<file path="src/design/sbpw_pkg.sv">
// shared types, constants and colour functions for the sprite blitter pixel writer
`timescale 1ns / 1ps

package sbpw_pkg;

  // configuration register indexes
  localparam logic [2:0] CfgDestX    = 3'd0;
  localparam logic [2:0] CfgDestY    = 3'd1;
  localparam logic [2:0] CfgSizeX    = 3'd2;
  localparam logic [2:0] CfgSizeY    = 3'd3;
  localparam logic [2:0] CfgMode     = 3'd4;
  localparam logic [2:0] CfgClutLow  = 3'd5;
  localparam logic [2:0] CfgClutHigh = 3'd6;

  // mode flag bit positions
  localparam int unsigned ModeXDir   = 0;
  localparam int unsigned ModeYDir   = 1;
  localparam int unsigned ModeFlip   = 2;
  localparam int unsigned ModeDirect = 3;
  localparam int unsigned ModeLowOr  = 4;

  // transparent colour table entry
  localparam logic [7:0] ClutTransparent = 8'hff;

  // queue between front and back
  localparam int unsigned QueueDepth = 2;
  localparam int unsigned QueuePtrW  = 1;
  localparam int unsigned QueueCntW  = 2;

  typedef struct packed {
    logic [7:0]  dest_x;
    logic [7:0]  dest_y;
    logic [7:0]  size_x;
    logic [7:0]  size_y;
    logic [4:0]  mode_flags;
    logic [63:0] clut_low;
    logic [63:0] clut_high;
  } cfg_t;

  // one source byte placed on the rectangle
  typedef struct packed {
    logic [7:0] src_byte;
    logic [7:0] col;
    logic [7:0] row;
    logic       blit_end;
  } item_t;

  // one pixel write
  typedef struct packed {
    logic        write_enable;
    logic [8:0]  vram_x;
    logic [7:0]  vram_y;
    logic [15:0] pixel_value;
    logic        or_into;
    logic        last_of_byte;
    logic        blit_end;
  } result_t;

  // colour byte into the high bits of each channel
  function automatic logic [15:0] high_colour(input logic [7:0] c);
    high_colour = {c[7:6], 3'b000, c[5:3], 2'b00, c[2:0], 3'b000};
  endfunction

  // colour byte into the low bits of each channel
  function automatic logic [15:0] low_colour(input logic [7:0] c);
    low_colour = {2'b00, c[7:5], 3'b000, c[4:3], 3'b000, c[2:0]};
  endfunction

endpackage

</file>
<file path="src/design/sbpw_regs.sv">
// configuration register file
`timescale 1ns / 1ps

module sbpw_regs (
  input  logic                clk_i,
  input  logic                rst_ni,
  input  logic                cfg_valid_i,
  input  logic [2:0]          cfg_index_i,
  input  logic [63:0]         cfg_data_i,
  output logic                cfg_ready_o,
  output sbpw_pkg::cfg_t      cfg_o
);
  import sbpw_pkg::*;

  cfg_t cfg_q, cfg_d;

  // registers are always writable
  assign cfg_ready_o = 1'b1;

  // register write decode
  always_comb begin
    cfg_d = cfg_q;
    if (cfg_valid_i) begin
      case (cfg_index_i)
        CfgDestX:    cfg_d.dest_x     = cfg_data_i[7:0];
        CfgDestY:    cfg_d.dest_y     = cfg_data_i[7:0];
        CfgSizeX:    cfg_d.size_x     = cfg_data_i[7:0];
        CfgSizeY:    cfg_d.size_y     = cfg_data_i[7:0];
        CfgMode:     cfg_d.mode_flags = cfg_data_i[4:0];
        CfgClutLow:  cfg_d.clut_low   = cfg_data_i;
        CfgClutHigh: cfg_d.clut_high  = cfg_data_i;
        default:     cfg_d = cfg_q;
      endcase
    end
  end

  always_ff @(posedge clk_i or negedge rst_ni) begin
    if (!rst_ni) begin
      cfg_q <= '0;
    end else begin
      cfg_q <= cfg_d;
    end
  end

  assign cfg_o = cfg_q;

endmodule

</file>
<file path="src/design/sbpw_front.sv">
// rectangle walker: places each accepted byte and advances the position
`timescale 1ns / 1ps

module sbpw_front (
  input  logic                clk_i,
  input  logic                rst_ni,
  input  sbpw_pkg::cfg_t      cfg_i,
  input  logic                push_i,
  input  logic                q_full_i,
  input  logic [7:0]          src_byte_i,
  input  logic                first_of_blit_i,
  output logic                q_push_o,
  output sbpw_pkg::item_t     item_o
);
  import sbpw_pkg::*;

  logic [7:0] cur_col_q, cur_col_d;
  logic [7:0] cur_row_q, cur_row_d;
  logic [8:0] cols_left_q, cols_left_d;
  logic [8:0] rows_left_q, rows_left_d;

  logic       xdir, ydir, reload;
  logic [7:0] base_col, base_row, col_eff, row_eff;
  logic [8:0] row_len, rect_rows, cl_eff, rl_eff, cols_next;
  logic       end_flag;

  assign q_push_o = push_i && !q_full_i;

  // position of this byte and the walk step after it
  always_comb begin
    xdir      = cfg_i.mode_flags[ModeXDir];
    ydir      = cfg_i.mode_flags[ModeYDir];
    base_col  = cfg_i.dest_x + cfg_i.size_x;
    base_row  = cfg_i.dest_y + cfg_i.size_y;
    row_len   = {1'b0, (xdir ? ~cfg_i.size_x : cfg_i.size_x)} + 9'd1;
    rect_rows = {1'b0, (ydir ? ~cfg_i.size_y : cfg_i.size_y)} + 9'd1;
    reload    = first_of_blit_i || (rows_left_q == 9'd0);
    col_eff   = reload ? base_col  : cur_col_q;
    row_eff   = reload ? base_row  : cur_row_q;
    cl_eff    = reload ? row_len   : cols_left_q;
    rl_eff    = reload ? rect_rows : rows_left_q;
    cols_next = cl_eff - 9'd1;

    cur_col_d   = xdir ? col_eff + 8'd1 : col_eff - 8'd1;
    cur_row_d   = row_eff;
    cols_left_d = cols_next;
    rows_left_d = rl_eff;
    end_flag    = 1'b0;
    // row finished
    if (cols_next == 9'd0) begin
      cur_row_d   = ydir ? row_eff + 8'd1 : row_eff - 8'd1;
      rows_left_d = rl_eff - 9'd1;
      if (rows_left_d != 9'd0) begin
        cur_col_d   = base_col;
        cols_left_d = row_len;
      end else begin
        end_flag = 1'b1;
      end
    end

    item_o.src_byte = src_byte_i;
    item_o.col      = col_eff;
    item_o.row      = row_eff;
    item_o.blit_end = end_flag;
  end

  always_ff @(posedge clk_i or negedge rst_ni) begin
    if (!rst_ni) begin
      cur_col_q   <= '0;
      cur_row_q   <= '0;
      cols_left_q <= '0;
      rows_left_q <= '0;
    end else if (q_push_o) begin
      cur_col_q   <= cur_col_d;
      cur_row_q   <= cur_row_d;
      cols_left_q <= cols_left_d;
      rows_left_q <= rows_left_d;
    end
  end

endmodule

</file>
<file path="src/design/sbpw_queue.sv">
// short queue of placed bytes between walker and pixel writer
`timescale 1ns / 1ps

module sbpw_queue (
  input  logic                clk_i,
  input  logic                rst_ni,
  input  logic                push_i,
  input  sbpw_pkg::item_t     item_i,
  input  logic                pop_i,
  output logic                full_o,
  output logic                empty_o,
  output sbpw_pkg::item_t     head_o
);
  import sbpw_pkg::*;

  item_t                 mem_q [QueueDepth];
  logic [QueuePtrW-1:0]  wr_ptr_q, rd_ptr_q;
  logic [QueueCntW-1:0]  count_q;
  logic                  do_push, do_pop;

  assign full_o  = (count_q == QueueCntW'(QueueDepth));
  assign empty_o = (count_q == '0);
  assign do_push = push_i && !full_o;
  assign do_pop  = pop_i && !empty_o;
  assign head_o  = mem_q[rd_ptr_q];

  // storage, no reset needed
  always_ff @(posedge clk_i) begin
    if (do_push) begin
      mem_q[wr_ptr_q] <= item_i;
    end
  end

  // pointers and fill count
  always_ff @(posedge clk_i or negedge rst_ni) begin
    if (!rst_ni) begin
      wr_ptr_q <= '0;
      rd_ptr_q <= '0;
      count_q  <= '0;
    end else begin
      if (do_push) begin
        wr_ptr_q <= (wr_ptr_q == QueuePtrW'(QueueDepth - 1)) ? '0 : wr_ptr_q + 1'b1;
      end
      if (do_pop) begin
        rd_ptr_q <= (rd_ptr_q == QueuePtrW'(QueueDepth - 1)) ? '0 : rd_ptr_q + 1'b1;
      end
      if (do_push && !do_pop) begin
        count_q <= count_q + 1'b1;
      end else if (do_pop && !do_push) begin
        count_q <= count_q - 1'b1;
      end
    end
  end

endmodule

</file>
<file path="src/design/sbpw_back.sv">
// pixel writer: two doubled pixel writes per byte into an output register
`timescale 1ns / 1ps

module sbpw_back (
  input  logic                clk_i,
  input  logic                rst_ni,
  input  sbpw_pkg::cfg_t      cfg_i,
  input  logic                q_empty_i,
  input  sbpw_pkg::item_t     head_i,
  output logic                q_pop_o,
  input  logic                pop_i,
  output logic                out_valid_o,
  output sbpw_pkg::result_t   result_o
);
  import sbpw_pkg::*;

  logic    half_q, half_d;
  logic    out_valid_q, out_valid_d;
  result_t result_q, result_d;

  logic       load, flip, xdir, use_high, we;
  logic [3:0] nib;
  logic [7:0] entry;
  logic [15:0] val;

  // output register takes a new write when free or being drained
  assign load    = !q_empty_i && (!out_valid_q || pop_i);
  assign q_pop_o = load && half_q;

  // colour and coordinates of the current half
  always_comb begin
    flip     = cfg_i.mode_flags[ModeFlip];
    xdir     = cfg_i.mode_flags[ModeXDir];
    use_high = (!half_q) != xdir;
    nib      = use_high ? head_i.src_byte[7:4] : head_i.src_byte[3:0];
    entry    = nib[3] ? cfg_i.clut_high[{nib[2:0], 3'b000} +: 8]
                      : cfg_i.clut_low[{nib[2:0], 3'b000} +: 8];
    we       = 1'b1;
    val      = '0;
    if (cfg_i.mode_flags[ModeDirect]) begin
      val = cfg_i.mode_flags[ModeLowOr] ? low_colour(head_i.src_byte)
                                        : high_colour(head_i.src_byte);
    end else if (entry == ClutTransparent) begin
      we = 1'b0;
    end else begin
      val = high_colour(entry);
    end

    result_d.write_enable = we;
    result_d.vram_x       = {head_i.col, half_q} ^ {9{flip}};
    result_d.vram_y       = head_i.row ^ {8{flip}};
    result_d.pixel_value  = val;
    result_d.or_into      = we && cfg_i.mode_flags[ModeDirect] && cfg_i.mode_flags[ModeLowOr];
    result_d.last_of_byte = half_q;
    result_d.blit_end     = half_q && head_i.blit_end;
  end

  // half counter and valid flag
  always_comb begin
    half_d      = half_q;
    out_valid_d = out_valid_q;
    if (load) begin
      half_d      = !half_q;
      out_valid_d = 1'b1;
    end else if (pop_i) begin
      out_valid_d = 1'b0;
    end
  end

  always_ff @(posedge clk_i or negedge rst_ni) begin
    if (!rst_ni) begin
      half_q      <= 1'b0;
      out_valid_q <= 1'b0;
    end else begin
      half_q      <= half_d;
      out_valid_q <= out_valid_d;
    end
  end

  // result payload
  always_ff @(posedge clk_i) begin
    if (load) begin
      result_q <= result_d;
    end
  end

  assign out_valid_o = out_valid_q;
  assign result_o    = result_q;

endmodule

</file>
<file path="src/design/sprite_blitter_pixel_writer.sv">
// top level of the sprite blitter pixel writer
//
// Usage: graphics bytes of a blit enter through a queue-like port: a byte is
// transferred on a clock edge with push high and full low; first_of_blit_i
// restarts the rectangle walk from dest plus size. Each byte gives two pixel
// writes on the result port, oldest first, shown while empty is low and
// transferred on an edge with pop high. Registers are written through the
// cfg channel (index, 64-bit data) while the block is idle.
// The byte is registered in the queue and then loaded into the output register
// when that is free; the second write of a byte is loaded from the same edge
// that transfers the first. The pixel writer emits one write per cycle into
// its output register while the receiver keeps popping.
// A two-entry queue sits between the walker and the pixel writer, so bytes
// keep being taken while a result waits; when the receiver stalls, the
// queue fills and full rises.
// Reset clears the walk position, the queue, the output register valid and
// all configuration registers to zero.
`timescale 1ns / 1ps

module sprite_blitter_pixel_writer (
  input  logic         clk_i,
  input  logic         rst_ni,
  input  logic         push,
  output logic         full,
  input  logic [7:0]   src_byte_i,
  input  logic         first_of_blit_i,
  output logic         empty,
  input  logic         pop,
  output logic         write_enable_o,
  output logic [8:0]   vram_x_o,
  output logic [7:0]   vram_y_o,
  output logic [15:0]  pixel_value_o,
  output logic         or_into_o,
  output logic         last_of_byte_o,
  output logic         blit_end_o,
  input  logic         cfg_valid_i,
  output logic         cfg_ready_o,
  input  logic [2:0]   cfg_index_i,
  input  logic [63:0]  cfg_data_i
);
  import sbpw_pkg::*;

  cfg_t    cfg;
  item_t   item, head;
  result_t result;
  logic    q_push, q_pop, q_full, q_empty, out_valid;

  // configuration registers
  sbpw_regs u_regs (
    .clk_i       (clk_i),
    .rst_ni      (rst_ni),
    .cfg_valid_i (cfg_valid_i),
    .cfg_index_i (cfg_index_i),
    .cfg_data_i  (cfg_data_i),
    .cfg_ready_o (cfg_ready_o),
    .cfg_o       (cfg)
  );

  // rectangle walker
  sbpw_front u_front (
    .clk_i           (clk_i),
    .rst_ni          (rst_ni),
    .cfg_i           (cfg),
    .push_i          (push),
    .q_full_i        (q_full),
    .src_byte_i      (src_byte_i),
    .first_of_blit_i (first_of_blit_i),
    .q_push_o        (q_push),
    .item_o          (item)
  );

  // queue between walker and writer
  sbpw_queue u_queue (
    .clk_i   (clk_i),
    .rst_ni  (rst_ni),
    .push_i  (q_push),
    .item_i  (item),
    .pop_i   (q_pop),
    .full_o  (q_full),
    .empty_o (q_empty),
    .head_o  (head)
  );

  // pixel writer
  sbpw_back u_back (
    .clk_i       (clk_i),
    .rst_ni      (rst_ni),
    .cfg_i       (cfg),
    .q_empty_i   (q_empty),
    .head_i      (head),
    .q_pop_o     (q_pop),
    .pop_i       (pop),
    .out_valid_o (out_valid),
    .result_o    (result)
  );

  // port unpacking
  assign full           = q_full;
  assign empty          = !out_valid;
  assign write_enable_o = result.write_enable;
  assign vram_x_o       = result.vram_x;
  assign vram_y_o       = result.vram_y;
  assign pixel_value_o  = result.pixel_value;
  assign or_into_o      = result.or_into;
  assign last_of_byte_o = result.last_of_byte;
  assign blit_end_o     = result.blit_end;

  // end of rectangle only on the second write of a byte
  assert property (@(posedge clk_i) disable iff (!rst_ni)
    (!empty && !last_of_byte_o) |-> !blit_end_o)
    else $error("blit end flagged on first write of a byte");

  // a suppressed write carries no colour
  assert property (@(posedge clk_i) disable iff (!rst_ni)
    (!empty && !write_enable_o) |-> (pixel_value_o == 16'd0 && !or_into_o))
    else $error("disabled write carries colour");

  // second write follows the first right after its transfer
  assert property (@(posedge clk_i) disable iff (!rst_ni)
    (!empty && pop && !last_of_byte_o) |=> (!empty && last_of_byte_o))
    else $error("second write of a byte missing");

endmodule
</file>
<file path="config.mk">
export PLATFORM = sky130hd
export DESIGN_NAME = sprite_blitter_pixel_writer
export DESIGN_NICKNAME = d
export VERILOG_FILES = /design/src/design/sbpw_pkg.sv /design/src/design/sbpw_regs.sv /design/src/design/sbpw_front.sv /design/src/design/sbpw_queue.sv /design/src/design/sbpw_back.sv /design/src/design/sprite_blitter_pixel_writer.sv
export SDC_FILE = /design/constraint.sdc
export NUM_CORES = 1
export LEC_CHECK = 0
export BUFFER_PORTS_ARGS = -buffer_cell sky130_fd_sc_hd__clkbuf_2
export CORE_MARGIN = 2
export CORE_UTILIZATION = 52
export CTS_CLUSTER_SIZE = 20
export DETAILED_ROUTE_END_ITERATION = 7
export PLACE_DENSITY = 0.73
export SLEW_MARGIN = 10
export SYNTH_ARGS = -nofsm -noshare
export SYNTH_HDL_FRONTEND = slang
export SYNTH_HIERARCHICAL = 1
export SYNTH_SLANG_ARGS = --single-unit
</file>
<file path="constraint.sdc">
create_clock -name clk_i -period 6.35 [get_ports clk_i]
set_clock_uncertainty 0.1 [all_clocks]
set_input_delay 1.905 -clock clk_i [delete_from_list [all_inputs] [get_ports clk_i]]
set_output_delay 1.905 -clock clk_i [all_outputs]
set_load 0.02 [all_outputs]
</file>
## Yosys cells after proc, flatten, opt, wreduce, memory -nomap -nowiden

Memories as Yosys holds them, arrays and structs flattened.
Cells that the tools add are included.

- Reduce and logical (&&, ||, !) cells: 32
- Bitwise operators: 4
- Multiplexer cells: 31
- Eq/ne operators: 9
- $add $sub $neg: 14
- Shift operators: 2

Operators by type and width:

| kind | number |
|---|---|
| $shiftx 64x7->8 | 2 |
| $mux 8 | 10 |
| $mux 16 | 3 |
| $mux 9 | 5 |
| $add 8x1->9 const B | 2 |
| $logic_not 9->1 | 2 |
| $sub 9x1->9 const B | 2 |
| $add 8x1->8 const B | 2 |
| $add 8x8->8 | 2 |
| $not 8->8 | 2 |
| $sub 8x1->8 const B | 2 |
| $reduce_and 2->1 | 7 |
| $logic_and 1x1->1 | 10 |
| $mux 1 | 10 |
| $eq 3x3->1 const B | 3 |
| $reduce_bool 9->1 | 1 |
| $xor 9x9->9 | 1 |
| $eq 8x8->1 const B | 1 |
| $xor 8x8->8 | 1 |
| $eq 3x2->1 const B | 2 |
| $logic_not 1->1 | 6 |
| $mux 2 | 2 |
| $mux 4 | 1 |
| $reduce_bool 2->1 | 2 |
| other kinds (9) | 11 |

- Memories kept: 1
- RAM bits: 50
- Word-level logic and storage cells: 116
- Register bits after elaboration: 242
- Bits of input ports: 81

Memory list:

| name | depth | width | read ports | clocked after Yosys merged registers in | write ports | line | text |
|---|---|---|---|---|---|---|---|
| u_queue.mem_q | 2 | 25 | 1 | 0 | 1 | sbpw_queue.sv:16 | `item_t mem_q [QueueDepth];` |

## Logic depth before layout (Yosys ltp)

- Word-level depth: 10
- Mapped depth: 18

## Modules after synthesis

Netlist, hierarchy kept.

By module, submodules not included:

| module | times used | cells an instance | area an instance (µm²) | seq. area each (µm²) |
|---|---|---|---|---|
| sbpw_regs | 1 | 355 | 6815.3 | 4129.0 |
| sbpw_front | 1 | 584 | 4514.3 | 850.8 |
| sbpw_back | 1 | 320 | 3328.2 | 1161.1 |
| sbpw_queue | 1 | 97 | 2102.0 | 1601.5 |
| sprite_blitter_pixel_writer | 1 | 1 | 3.8 | 0.0 |

## Worst setup path before layout

No wires, ideal clock.

- Path type: input port to flip-flop
- Start: in first_of_blit_i
- End: reg u_front.rows_left_q[7]
- Stages on the path: 16
- Path buffers: 6
- Arrival: 5.749 ns
- Slack: 0.414 ns
- Path through: clkbuf_1 -> a31o_2 -> buf_6 -> buf_2 -> buf_1 -> clkbuf_1 -> nand2_1 -> o21ai_0 -> ha_1 -> inv_1 -> a2111oi_2 -> xor2_2 -> or4_1 -> buf_2 -> or4_1 -> o211ai_1

- Word-level cells in the longest chain between the ends: 5
- Elaborated cells between the ends (all ways): 7

RTL lines:

| what | line | text |
|---|---|---|
| start, declared | sprite_blitter_pixel_writer.sv:26 | `input logic first_of_blit_i,` |
| $logic_or 1x1->1 (*) | sbpw_front.sv:37 | `reload = first_of_blit_i \|\| (rows_left_q == 9'd0);` |
| $mux 9 | sbpw_front.sv:40 | `cl_eff = reload ? row_len : cols_left_q;` |
| $sub 9x1->9 | sbpw_front.sv:42 | `cols_next = cl_eff - 9'd1;` |
| $logic_not 9->1 | sbpw_front.sv:50 | `if (cols_next == 9'd0) begin` |
| $mux 9 (*) | sbpw_front.sv:50 |  |
| end signal, assigned | sbpw_front.sv:77 | `rows_left_q <= rows_left_d;` |
| end, declared | sbpw_front.sv:20 | `logic [8:0] rows_left_q, rows_left_d;` |

Every way passes the cells marked *; elsewhere a longest branch is shown, timed or not.
A chain may end at the register's enable or synchronous reset.

## Worst setup path after layout

- Start: in first_of_blit_i
- End: reg u_front.cur_col_q[3]

- Word-level cells in the longest chain between the ends: 6
- Elaborated cells between the ends (all ways): 13

RTL lines:

| what | line | text |
|---|---|---|
| $logic_or 1x1->1 (*) | sbpw_front.sv:37 |  |
| $mux 9 or $mux 8 (tied branches) | sbpw_front.sv:41, sbpw_front.sv:38 |  |
| $sub 9x1->9 (tied with other cells) | sbpw_front.sv:52 | `rows_left_d = rl_eff - 9'd1;` |
| $reduce_bool 9->1 or $mux 8 (tied branches) | sbpw_front.sv:53, sbpw_front.sv:44 |  |
| $mux 8 | sbpw_front.sv:53 | `if (rows_left_d != 9'd0) begin` |
| $mux 8 (*) | sbpw_front.sv:50 |  |
| end signal, assigned | sbpw_front.sv:74 | `cur_col_q <= cur_col_d;` |
| end, declared | sbpw_front.sv:17 | `logic [7:0] cur_col_q, cur_col_d;` |

Marks and branches as above.

==> summary.md <==
| Metric | Value |
|---|---|
| Worst path cell trace | `clkbuf_2, a31o_2, buf_4, a21oi_1, and3_1, xnor2_1, or4b_1, or2_2, and2_0, a221o_1` |
| Die area | `33690 µm²` |
| Tmin final | `5.075 ns` |
| DP Wirelength | `26470 µm` |
| Lkg Pwr | `8.297 nW` |
| Ys Warns | `6` |
| Final Cycle Share | `0.7992` |
| Syn_area_per_cell | `12.35 µm²` |
| DR vias/cell | `6.019` |
| M2 GR Usage | `0.3588` |
| Worst Path Required | `6.64 ns` |
| FMAX | `197.0 MHz` |
| Internal power | `5.515 mW` |
| Post-CTS setup buffer count | `0` |
| Post-route cell area | `18430 µm²` |
| CP max FO | `31` |
| Largest net degree at the start of global routing | `104` |
| Vias in the first global route | `11280` |
| M3 GR Usage | `0.03803` |
| Post-CTS Hold Fix Bufs | `0` |
| Setup-failing EPs final | `0` |
| Max-cap violations | `0` |
| CTS Sinks | `292` |
| Slowest stage delay, CP | `0.57 ns` |
| Clk root buf | `clkbuf_16` |
| RSZ-0062 raised after global routing | `false` |
| Depth of the CTS H-tree | `2` |
| Quantity of I/O buffers inserted on ports | `119` |
| Outcome | `completed` |
| First-pass GRT wire length | `62680 µm` |
| Vias | `11210` |
| IO Pins | `121` |
| Dpl cell area | `17310 µm²` |
| Clk_lat worst skew | `0.52 ns` |
| Power Density | `491.7 nW/µm²` |
| Antenna diodes | `0` |
| Max clock buf depth | `3` |
| Crit path launch type | `input pin` |
| Comb power frac | `0.448` |
| Initial antenna violation count | `0` |
| Worst vdd ir | `277.6 µV` |
| Top FF cell, synth | `dfrtp_1` |
| Critical path's slowest cell | `a31o_2` |
| Critical path type | `in2reg` |
| Synthesized net count | `1473` |
| Yosys cell types | `94` |
| Most used routing layer | `met2` |
| DRT Pass-1 Iters | `5` |
| WL/cell | `20.79 µm` |
| Final nets | `1550` |
| Synth Cell Area | `16760 µm²` |
| Clock Power Share | `0.214` |
| Final hold vios | `0` |
| Switching pwr | `3.547 mW` |
| Initial Util | `0.5299` |
| Final ANT Viol Nets | `0` |
| CTS tree | `done` |
| #FFs+latches synth | `292` |
| RD Place Congestion | `0.8939` |
| Relative slew slack | `0.3257` |
| Post-synthesis sequential area ratio | `0.4619` |
| Met1 Track Usage GR | `0.3416` |
| Post-synth EDFFs | `87` |
| Post-CTS Resized | `0` |
| Share of cells above drive strength 1 | `0.2863` |
| Setup TNS | `0 ns` |
| Part of the power in registers | `0.338` |
| Core area | `31640 µm²` |
| Critical Path AT | `5.37 ns` |
| Routed wire length | `38710 µm` |
| Initial DRC Count | `769` |
| Die Wd | `183.6 µm` |
| Min-Delay Path Class | `reg2reg` |
| Worst slack, placed | `0.8035 ns` |
| Final WS setup | `1.275 ns` |
| Row cnt | `65` |
| Clock transition at path regs | `0.06 ns` |
| Max Transition Viols Final | `0` |
| Gr usage total | `0.2337` |
| Asr flop ratio synth | `0.7021` |
| CP endpoint kind | `flop` |
| Total gr overflow | `0` |
| Post-Syn Instances | `1357` |
| Worst slew pin tran | `0.9919 ns` |
| Die height | `183.6 µm` |
| Area delta synth->final | `9.942%` |
| Post-route DRC | `0` |
| CTS Buf Count | `34` |
| Sw frac | `0.3914` |
==> synthesized netlist by cell type, types with 5 or more instances <==
| library cell | number | area [µm²] |
|---|---|---|
| or4_1 | 5 | 37.54 |
| o21ai_0 | 55 | 275.3 |
| nor2_1 | 66 | 247.7 |
| nand2_1 | 80 | 300.3 |
| nand4_1 | 5 | 31.28 |
| and3_1 | 13 | 81.33 |
| buf_12 | 14 | 280.3 |
| a21o_1 | 15 | 112.6 |
| buf_4 | 13 | 97.59 |
| and2_1 | 7 | 43.79 |
| mux2_2 | 61 | 686.9 |
| xnor2_1 | 35 | 306.5 |
| clkbuf_1 | 34 | 127.6 |
| a21oi_1 | 46 | 230.2 |
| inv_1 | 28 | 105.1 |
| o22ai_1 | 24 | 150.1 |
| a221o_1 | 9 | 90.09 |
| buf_2 | 16 | 80.08 |
| ha_1 | 31 | 387.9 |
| or3_1 | 10 | 62.56 |
| a211oi_1 | 9 | 67.56 |
| edfxtp_1 | 87 | 2613 |
| mux2i_1 | 94 | 940.9 |
| o211ai_1 | 7 | 52.55 |
| a31oi_1 | 15 | 93.84 |
| o21a_1 | 7 | 52.55 |
| nor3_1 | 14 | 70.07 |
| o31ai_1 | 8 | 60.06 |
| dfrtp_1 | 205 | 5130 |
| mux2_4 | 140 | 2102 |
| buf_6 | 11 | 123.9 |
| nand2b_1 | 15 | 93.84 |
| buf_1 | 5 | 18.77 |
| nor2b_1 | 5 | 31.28 |
| nand3_1 | 16 | 80.08 |
| xor2_1 | 36 | 315.3 |
| a32oi_1 | 6 | 52.55 |
| nor4_1 | 12 | 75.07 |
==> layout make-up <==
class	count	area (µm²)
flip-flops and latches	292	7742
fillers	2522	13210
clock inverters	11	108.9
clock buffers	51	1016
repair buffers	136	769.5
multi-input cells	942	8185
inverters	28	105.1
well taps	402	503.0
==> through the flow <==
stage | total power, mW | utilization | cells | hold WS, ns
2_1_floorplan | 6.109 | - | 1357 | 0.3261
3_3_place_gp | 6.954 | 0.5470 | 1800 | 0.3644
3_5_place_dp | 7.089 | 0.5470 | 1800 | 0.3827
4_1_cts | 9.058 | 0.5826 | 1862 | 0.3932
5_1_grt | 9.592 | 0.5826 | 1862 | 0.4183
6_report | 9.062 | 0.5826 | 1862 | 0.3906
==> worst paths after layout <==
kind                                        startpoint                    to  cells past startpoint  slack [ns]
min in group asynchronous                       rst_ni      u_regs/cfg_o[18]                      1        1.39
max in group asynchronous                       rst_ni  u_front/cur_col_q[7]                      2        3.67
worst min-delay path              u_front/cur_row_q[2]  u_front/cur_row_q[2]                      2        0.39
worst max-delay path                   first_of_blit_i  u_front/cur_col_q[3]                     10        1.27
worst min register to register    u_front/cur_row_q[2]  u_front/cur_row_q[2]                      2        0.39
worst max register to register  u_front/rows_left_q[4]  u_front/cur_col_q[3]                     10        1.63
==> layout by cell type, fill, tap and decap left out, types with 9 or more instances in the layout <==
cell       synthesis  routed
a211oi_1           9       9
a21o_1            15      15
a21oi_1           46      45
a221o_1            9       9
a31oi_1           15      14
and3_1            13      13
buf_4             13      14
clkbuf_16          0      35
clkbuf_2           0     118
clkbuf_8           0       9
dfrtp_1          205     205
edfxtp_1          87      87
ha_1              31      31
inv_1             28      28
mux2_2            61      61
mux2_4           140     140
mux2i_1           94      94
nand2_1           80      80
nand2b_1          15      14
nand3_1           16      16
nor2_1            66      65
nor3_1            14      13
nor4_1            12      12
o21ai_0           55      55
o22ai_1           24      24
or3_1             10      10
xnor2_1           35      35
xor2_1            36      36
==> worst max-delay path: cells and delay by family <==
kind            cells  cell delay (ns)
compound gates      3             1.09
buf+inv             2             0.57
simple gates        4             1.61
xor+xnor            1             0.18
==> state kept, by name (all words and copies together) (netlist names) <==
| signal | cells |
|---|---|
| u_queue/count_q | 2 |
| u_regs/cfg_o | 165 |
| u_back/out_valid_o | 1 |
| u_front/rows_left_q | 9 |
| u_queue/wr_ptr_q | 1 |
| u_front/cur_col_q | 8 |
| u_front/cur_row_q | 8 |
| u_back/half_q | 1 |
| u_queue/mem_q | 50 |
| u_back/result_o | 37 |
| u_queue/rd_ptr_q | 1 |
| u_front/cols_left_q | 9 |
==> per-layer routing <==
metal | share of wire | routed length [µm]
met1 | 0.46 | 17920
met4 | 0.027 | 1028
met3 | 0.062 | 2417
met2 | 0.45 | 17340
met5 | 0 | 0
==> power by group through the flow <==
stage / sequential, mW / clock, mW / combinational (mW)
floorplan: 3.03 / 0 / 3.08
global placement: 3.06 / 0 / 3.89
detailed placement: 3.09 / 0 / 4.00
CTS: 3.06 / 1.96 / 4.03
global route: 3.14 / 2.05 / 4.40
finish: 3.06 / 1.94 / 4.06
==> logic make-up after synthesis <==
logic type / Yosys count / share of synthesized area
other: 1 / 0.0002237
buffers and inverters: 123 / 0.05150
AND/OR/NAND/NOR: 281 / 0.08837
flip-flops: 292 / 0.4619
multiplexers: 297 / 0.2240
AO/OA/AOI/OAI: 251 / 0.1029
XOR/XNOR: 75 / 0.04202
adder cells (fa/ha/maj): 37 / 0.02911
No activity file was read; power rests on OpenSTA's default activity.
